--- config.mk ---
export PLATFORM = sky130hd
export DESIGN_NAME = sha256_blk_queue
export DESIGN_NICKNAME = d
export VERILOG_FILES = /design/src/rtl/sha256_pkg.sv /design/src/rtl/sha256_blk_queue.sv
export SDC_FILE = /design/constraint.sdc
export NUM_CORES = 1
export LEC_CHECK = 0
export BUFFER_PORTS_ARGS = -buffer_cell sky130_fd_sc_hd__buf_4
export CORE_AREA = 10 10 390 392
export DETAILED_ROUTE_END_ITERATION = 7
export DIE_AREA = 0 0 400 402
export PLACE_DENSITY = 0.48
export SYNTH_ARGS = -nofsm -noshare
export SYNTH_HDL_FRONTEND = slang
export SYNTH_SLANG_ARGS = --single-unit
--- constraint.sdc ---
create_clock -name clk -period 60 [get_ports clk]
set_input_delay 0 -clock clk [delete_from_list [all_inputs] [get_ports clk]]
set_output_delay 0 -clock clk [all_outputs]
set_load 0.02 [all_outputs]
--- src/rtl/sha256_pkg.sv ---
// sha256_pkg: payload structs, round constants, initial values and helpers
// used by the front (packer), the back (compression core) and the top level
`default_nettype none
package sha256_pkg;

    typedef struct packed {
        logic [7:0] data_byte;
        logic       byte_present;
        logic       end_of_message;
    } sha_in_t;

    typedef struct packed {
        logic [31:0] digest_word;
        logic [2:0]  word_index;
        logic        last_word;
    } sha_out_t;

    // one block handed from the front to the back
    typedef struct packed {
        logic [511:0] data;
        logic         final_blk;
    } sha_blk_t;

    typedef enum logic [1:0] {
        CORE_IDLE,
        CORE_ROUND,
        CORE_UPDATE,
        CORE_EMIT
    } core_state_t;

    typedef enum logic [1:0] {
        PACK_ABSORB,
        PACK_PAD,
        PACK_LEN
    } pack_state_t;

    localparam int unsigned SHA224_WORDS = 7;
    localparam int unsigned SHA256_WORDS = 8;

    function automatic logic [31:0] iv_word(input logic mode224, input logic [2:0] idx);
        logic [31:0] w;
        if (mode224)
        begin
            unique case (idx)
                3'd0: w = 32'hC1059ED8;
                3'd1: w = 32'h367CD507;
                3'd2: w = 32'h3070DD17;
                3'd3: w = 32'hF70E5939;
                3'd4: w = 32'hFFC00B31;
                3'd5: w = 32'h68581511;
                3'd6: w = 32'h64F98FA7;
                default: w = 32'hBEFA4FA4;
            endcase
        end
        else
        begin
            unique case (idx)
                3'd0: w = 32'h6A09E667;
                3'd1: w = 32'hBB67AE85;
                3'd2: w = 32'h3C6EF372;
                3'd3: w = 32'hA54FF53A;
                3'd4: w = 32'h510E527F;
                3'd5: w = 32'h9B05688C;
                3'd6: w = 32'h1F83D9AB;
                default: w = 32'h5BE0CD19;
            endcase
        end
        return w;
    endfunction

    function automatic logic [31:0] round_k(input logic [5:0] t);
        logic [31:0] k;
        unique case (t)
            6'd0: k = 32'h428A2F98;  6'd1: k = 32'h71374491;  6'd2: k = 32'hB5C0FBCF;
            6'd3: k = 32'hE9B5DBA5;  6'd4: k = 32'h3956C25B;  6'd5: k = 32'h59F111F1;
            6'd6: k = 32'h923F82A4;  6'd7: k = 32'hAB1C5ED5;  6'd8: k = 32'hD807AA98;
            6'd9: k = 32'h12835B01;  6'd10: k = 32'h243185BE; 6'd11: k = 32'h550C7DC3;
            6'd12: k = 32'h72BE5D74; 6'd13: k = 32'h80DEB1FE; 6'd14: k = 32'h9BDC06A7;
            6'd15: k = 32'hC19BF174; 6'd16: k = 32'hE49B69C1; 6'd17: k = 32'hEFBE4786;
            6'd18: k = 32'h0FC19DC6; 6'd19: k = 32'h240CA1CC; 6'd20: k = 32'h2DE92C6F;
            6'd21: k = 32'h4A7484AA; 6'd22: k = 32'h5CB0A9DC; 6'd23: k = 32'h76F988DA;
            6'd24: k = 32'h983E5152; 6'd25: k = 32'hA831C66D; 6'd26: k = 32'hB00327C8;
            6'd27: k = 32'hBF597FC7; 6'd28: k = 32'hC6E00BF3; 6'd29: k = 32'hD5A79147;
            6'd30: k = 32'h06CA6351; 6'd31: k = 32'h14292967; 6'd32: k = 32'h27B70A85;
            6'd33: k = 32'h2E1B2138; 6'd34: k = 32'h4D2C6DFC; 6'd35: k = 32'h53380D13;
            6'd36: k = 32'h650A7354; 6'd37: k = 32'h766A0ABB; 6'd38: k = 32'h81C2C92E;
            6'd39: k = 32'h92722C85; 6'd40: k = 32'hA2BFE8A1; 6'd41: k = 32'hA81A664B;
            6'd42: k = 32'hC24B8B70; 6'd43: k = 32'hC76C51A3; 6'd44: k = 32'hD192E819;
            6'd45: k = 32'hD6990624; 6'd46: k = 32'hF40E3585; 6'd47: k = 32'h106AA070;
            6'd48: k = 32'h19A4C116; 6'd49: k = 32'h1E376C08; 6'd50: k = 32'h2748774C;
            6'd51: k = 32'h34B0BCB5; 6'd52: k = 32'h391C0CB3; 6'd53: k = 32'h4ED8AA4A;
            6'd54: k = 32'h5B9CCA4F; 6'd55: k = 32'h682E6FF3; 6'd56: k = 32'h748F82EE;
            6'd57: k = 32'h78A5636F; 6'd58: k = 32'h84C87814; 6'd59: k = 32'h8CC70208;
            6'd60: k = 32'h90BEFFFA; 6'd61: k = 32'hA4506CEB; 6'd62: k = 32'hBEF9A3F7;
            default: k = 32'hC67178F2;
        endcase
        return k;
    endfunction

    function automatic logic [31:0] rotr(input logic [31:0] x, input int unsigned n);
        return (x >> n) | (x << (32 - n));
    endfunction

endpackage
`default_nettype wire

--- src/rtl/sha256_blk_queue.sv ---
// sha256_blk_queue: two-entry block queue between packer and core
// depends on sha256_pkg
`default_nettype none
module sha256_blk_queue
    import sha256_pkg::*;
(
    input  wire logic     clk,
    input  wire logic     rst_n,
    input  wire logic     flush,
    input  wire sha_blk_t wr_blk,
    input  wire logic     wr_valid,
    output logic          wr_ready,
    output sha_blk_t      rd_blk,
    output logic          rd_valid,
    input  wire logic     rd_ready
);

    sha_blk_t    mem_reg [2];
    logic        wp_reg, rp_reg;
    logic [1:0]  cnt_reg;
    logic        do_wr, do_rd;

    assign wr_ready = cnt_reg != 2'd2;
    assign rd_valid = cnt_reg != 2'd0;
    assign rd_blk   = mem_reg[rp_reg];
    assign do_wr    = wr_valid && wr_ready;
    assign do_rd    = rd_valid && rd_ready;

    always_ff @(posedge clk or negedge rst_n)
    begin
        if (!rst_n)
        begin
            wp_reg  <= 1'b0;
            rp_reg  <= 1'b0;
            cnt_reg <= 2'd0;
        end
        else if (flush)
        begin
            wp_reg  <= 1'b0;
            rp_reg  <= 1'b0;
            cnt_reg <= 2'd0;
        end
        else
        begin
            if (do_wr)
            begin
                wp_reg <= ~wp_reg;
            end
            if (do_rd)
            begin
                rp_reg <= ~rp_reg;
            end
            cnt_reg <= cnt_reg + {1'b0, do_wr} - {1'b0, do_rd};
        end
    end

    always_ff @(posedge clk)
    begin
        if (do_wr)
        begin
            mem_reg[wp_reg] <= wr_blk;
        end
    end

endmodule
`default_nettype wire

# Yosys cells after proc, flatten, opt, wreduce, memory -nomap -nowiden
# Memory sizes are Yosys's and may differ from the RTL's.
# Cells that the tools add are included.
dict set report totals {
  memories 1
  register_bits 4
  word_cells 21
  ramBits 1026
  inputBits 518
}
# name depth width read_ports rd_clocked_by_memory_dff write_ports line_no
set mem_list {}
lappend mem_list {mem_reg 2 513 1 0 1 sha256_blk_queue.sv:18} ;# sha_blk_t mem_reg [2];
dict set report op_classes {
  n_eq_ne 1
  bitwise_logic 2
  reduce_logical 5
  mux 7
  add_sub_neg 2
}
# cell n
set op_table {}
lappend op_table {{1-bit 2-to-1 mux} 6}
lappend op_table {{2-bit nonzero test} 3}
lappend op_table {{2-bit by 1-bit adder with 2-bit output} 1}
lappend op_table {{1-bit logical AND} 2}
lappend op_table {{2-bit 2-to-1 mux} 1}
lappend op_table {{2-bit != test (second input constant)} 1}
lappend op_table {{1-bit NOT} 2}
lappend op_table {{2-bit by 1-bit subtractor with 2-bit output} 1}

# Depth between registers and ports, before layout
dict set report depth {
  ltp_word 5
  mapped_depth 8
}

# Worst setup path before layout
# No wires, ideal clock.
dict set report synth_timing {
  kind {register to register}
  from {reg cnt_reg[0]}
  to {mem mem_reg[0][0] (netlist bit), enable pin}
  path_slack_ns 36.622
  setup_ns 1.402
  path_stages_with_launch 4
  path_buffers 0
  required_ns 58.598
  period_less_slack_ns 23.378
  arrival_time_ns 21.976
  path_cell_list {dfrtp_1 -> nand2b_1 -> nand2_1 -> nor2_1}
}
dict set report synth_via {
  elab_chain_len 4
}
# element line_no
set synth_rtl {}
lappend synth_rtl {{from (decl)} sha256_blk_queue.sv:20} ;# logic [1:0] cnt_reg;
lappend synth_rtl {{from (signal assigned)} sha256_blk_queue.sv:53} ;# cnt_reg <= cnt_reg + {1'b0, do_wr} - {1'b0, do_rd};
lappend synth_rtl {{2-bit != test} sha256_blk_queue.sv:23} ;# assign wr_ready = cnt_reg != 2'd2;
lappend synth_rtl {{named net wr_ready} sha256_blk_queue.sv:12} ;# output logic wr_ready,
lappend synth_rtl {{1-bit logical AND} sha256_blk_queue.sv:26} ;# assign do_wr = wr_valid && wr_ready;
lappend synth_rtl {{1-bit 2-to-1 mux} sha256_blk_queue.sv:59} ;# if (do_wr)
lappend synth_rtl {{1-bit 2-to-1 mux (not written as such)} sha256_blk_queue.sv:61} ;# mem_reg[wp_reg] <= wr_blk;
lappend synth_rtl {{to (decl)} sha256_blk_queue.sv:18}
# The timed path passes the listed nets, and every way through them passes these cells.

# Worst setup path in the final report
dict set report layout_timing {
  from {reg cnt_reg[0]}
  to {mem mem_reg[1][432] (netlist bit), enable pin}
}
dict set report layout_via {
  elab_chain_len 4
}
# element line_no
set layout_rtl {}
lappend layout_rtl {{2-bit != test} sha256_blk_queue.sv:23}
lappend layout_rtl {{1-bit logical AND} sha256_blk_queue.sv:26}
lappend layout_rtl {{1-bit 2-to-1 mux} sha256_blk_queue.sv:59}
lappend layout_rtl {{1-bit 2-to-1 mux (not written as such)} sha256_blk_queue.sv:61}
# Every way passes these cells.

==> impl_metrics.json <==
{
  "start_kind": "flop",
  "ant_nets": 0,
  "cts_max_level": 3,
  "final.setup.tns_ns": 0,
  "grt_pass1_wl_um": 178000,
  "switching_share_pct": 31.5,
  "min_period_ns": 5.48,
  "ctsLongestPathBuffers": 3,
  "pwr_density_cell_nw_per_um2": 40.9,
  "synth_seq_cells": 1030,
  "largest_reg_flops": 1026,
  "drt-initial-drc-count": 1028,
  "reg2reg_slack_ns": 54.52,
  "post_cts_buffers": 0,
  "power_leakage_nw": 23.7,
  "hold_violations": 0,
  "grt_overflow": 0,
  "maxSlewViolCount": 0,
  "ir_drop_mv": 0.0243,
  "yosysTopAreaCellShare_pct": 78.5,
  "via_per_inst": 4.10,
  "fmax_ghz": 0.183,
  "startpoint": "cnt_reg[0]",
  "cts_tree": "yes",
  "worstPathRequired_ns": 60.30,
  "worstSetupPathType": "reg -> reg",
  "sequentialPowerShare_pct": 38.0,
  "cellInternalPower_mw": 1.72,
  "ys.warnings.count": 0,
  "dieArea_sq_um": 161000,
  "synth_cell_types": 21,
  "final_area_sq_um": 61400,
  "final_cell_mix": "buf_4, edfxtp_1, dlygate4sd3_1, mux2_4, clkbuf_16",
  "cp_data_arrival_time_ns": 5.77,
  "p_switching_uw": 791,
  "critPathBufInv": 4,
  "drtPass1Iterations": 5,
  "drive_gt1_share_pct": 46.2,
  "grt_pass1_vias": 25980,
  "core_area_sq_um": 145000,
  "synthCells": 1619,
  "avgRoutedWirePerCell_um": 22.2,
  "cp_slowest_cell": "buf_4",
  "synth_nets": 2139,
  "clkSinkCount": 1030,
  "vias": 23221,
  "yosys-top-cells-area": "edfxtp_1, mux2_4, mux2_2",
  "pwr-share-comb_pct": 35.9,
  "period_share_pct": 9.13,
  "worstMarginPinSlew_ns": 1.13,
  "initial_utilization_pct": 27.2,
  "nFillCells": 12955,
  "dieWidth_um": 400,
  "r2r-end": "mem_reg[1][432]",
  "track_usage_pct": 15.0,
  "synth_top_area_cell": "edfxtp_1",
  "rsz0062_at_grt": "false",
  "fin_skew_ns": 0.0399,
  "num_io_pins": 1033,
  "worstPathMaxFanout": 73,
  "antenna_found_initial": 33,
  "hpwl_um": 90000,
  "clk_latency_ns": 0.71,
  "status": "finished clean",
  "layout_commonest_cell": "buf_4",
  "syn_area_sq_um": 39300,
  "clk_pin_slew_ns": 0.06,
  "clock-root-buffer": "clkbuf_16",
  "placed_area_sq_um": 48900,
  "numPortBuffers": 1032,
  "pwr-share-clk_pct": 26.1,
  "routabilityCongestion": 0.792,
  "avgSynthCellArea_sq_um": 24.3,
  "fin_cells": 5659,
  "drcViolationCount": 0,
  "fp-row-count": 140,
  "place_inst": 4536,
  "path_delay_family": "buffers and inverters",
  "rr_startpoint": "cnt_reg[0]",
  "cp-endpoint": "mem_reg[1][432]",
  "yosysSeqAreaShare_pct": 78.7,
  "hold_path.class": "in -> reg",
  "end_kind": "flop",
  "critPathMaxStageDelay_ns": 0.92,
  "grt_max_degree": 74,
  "cp_cell_sequence": "nand2b_1 > and3_4 > buf_4 > buf_4 > buf_4 > buf_4",
  "die_h_um": 402,
  "nNetsFinal": 4153,
  "reg2regPathDepth": 6,
  "setup_viol": 0,
  "numCtsBuffers": 113,
  "syn_to_final_growth_pct": 56.5,
  "cp.depth": 6,
  "totalWireLength_um": 126000,
  "critPathMostFrequentCell": "buf_4",
  "relSlewSlack_pct": 24.5,
  "maxCapViolCount": 0
}
==> final cells by class <==
cell class / instances / area [sq um] / share of cell area [%]
Antenna cell: 19 / 47.5 / 0.0774
Clock buffer: 138 / 2920 / 4.75
Clock inverter: 67 / 586 / 0.953
Inverter: 1 / 3.75 / 0.00611
Multi-Input combinational cell: 531 / 7640 / 12.4
Sequential cell: 1030 / 30900 / 50.3
Tap cell: 1917 / 2400 / 3.90
Timing Repair Buffer: 1956 / 16900 / 27.6
==> cells in the mapped netlist (all sizes together) <==
| cell | n |
|---|---|
| mux2 | 514 |
| nand2 | 1 |
| dfrtp | 4 |
| and2 | 1 |
| xor2 | 1 |
| buf | 57 |
| ha | 2 |
| inv | 1 |
| nor2b | 2 |
| edfxtp | 1026 |
| xnor2 | 1 |
| nand2b | 1 |
| nor3 | 1 |
| or2 | 1 |
| nor2 | 4 |
| and3 | 1 |
| o21a | 1 |
==> kinds of logic (layout without fill, tap and decap cells) <==
family / after synthesis / count (layout) / share of synthesized area, %
AO/OA/AOI/OAI: 1 / 1 / 0.0191
XOR/XNOR: 2 / 2 / 0.0446
adder cells (fa/ha/maj): 2 / 2 / 0.0637
buffers and inverters: 58 / 2162 / 1.85
flip-flops: 1030 / 1030 / 78.7
multiplexers: 514 / 514 / 19.1
other: 0 / 19 / 0
AND/OR/NAND/NOR: 12 / 12 / 0.156
==> repair_timing <==
action | in CTS | in global routing
hold endpoints to repair | 1086 | 0
hold buffers | 899 | 0
gates resized for setup | 0 | 0
==> how the worst min path moves through the flow <==
stage,end,slack [ns],start,depth (start not counted)
floorplan,cnt_reg[0],-0.30,rst_n,0
global placement,wp_reg,-0.20,rst_n,1
detailed placement,cnt_reg[1],-0.20,rst_n,1
CTS,mem_reg[0][372],0.0004,wr_blk[372],2
global route,mem_reg[0][475],0.01,wr_blk[475],2
finish,mem_reg[1][490],0.05,wr_blk[490],2
==> layer usage <==
layer / vias to the layer above / wire, um / track usage [%]
li1: 10549 / - / -
met1: 11580 / 45100 / 15.8
met2: 844 / 63400 / 26.1
met3: 234 / 12000 / 6.02
met4: 14 / 5250 / 6.62
met5: - / 88 / 0
==> power groups by stage <==
stage	combinational [mW]	clock, mW	sequential (mW)
after global placement	0.861	0	0.967
after detailed placement	0.865	0	0.973
final	0.902	0.656	0.956
after floorplan	0.533	0	1.06
after global routing	0.950	0.709	0.967
after CTS	0.919	0.678	0.958
==> through the flow <==
stage	util [%]	hold WS, ns	setup WS [ns]	total power, mW
4_1_cts	42.5	0.000406	54.45	2.56
3_3_place_gp	33.8	-0.202	54.63	1.83
3_5_place_dp	33.8	-0.198	54.50	1.84
6_report	42.5	0.0548	54.52	2.51
2_1_floorplan	-	-0.296	36.62	1.59
5_1_grt	42.5	0.0140	54.14	2.63
No activity file was read; power rests on OpenSTA's default activity.
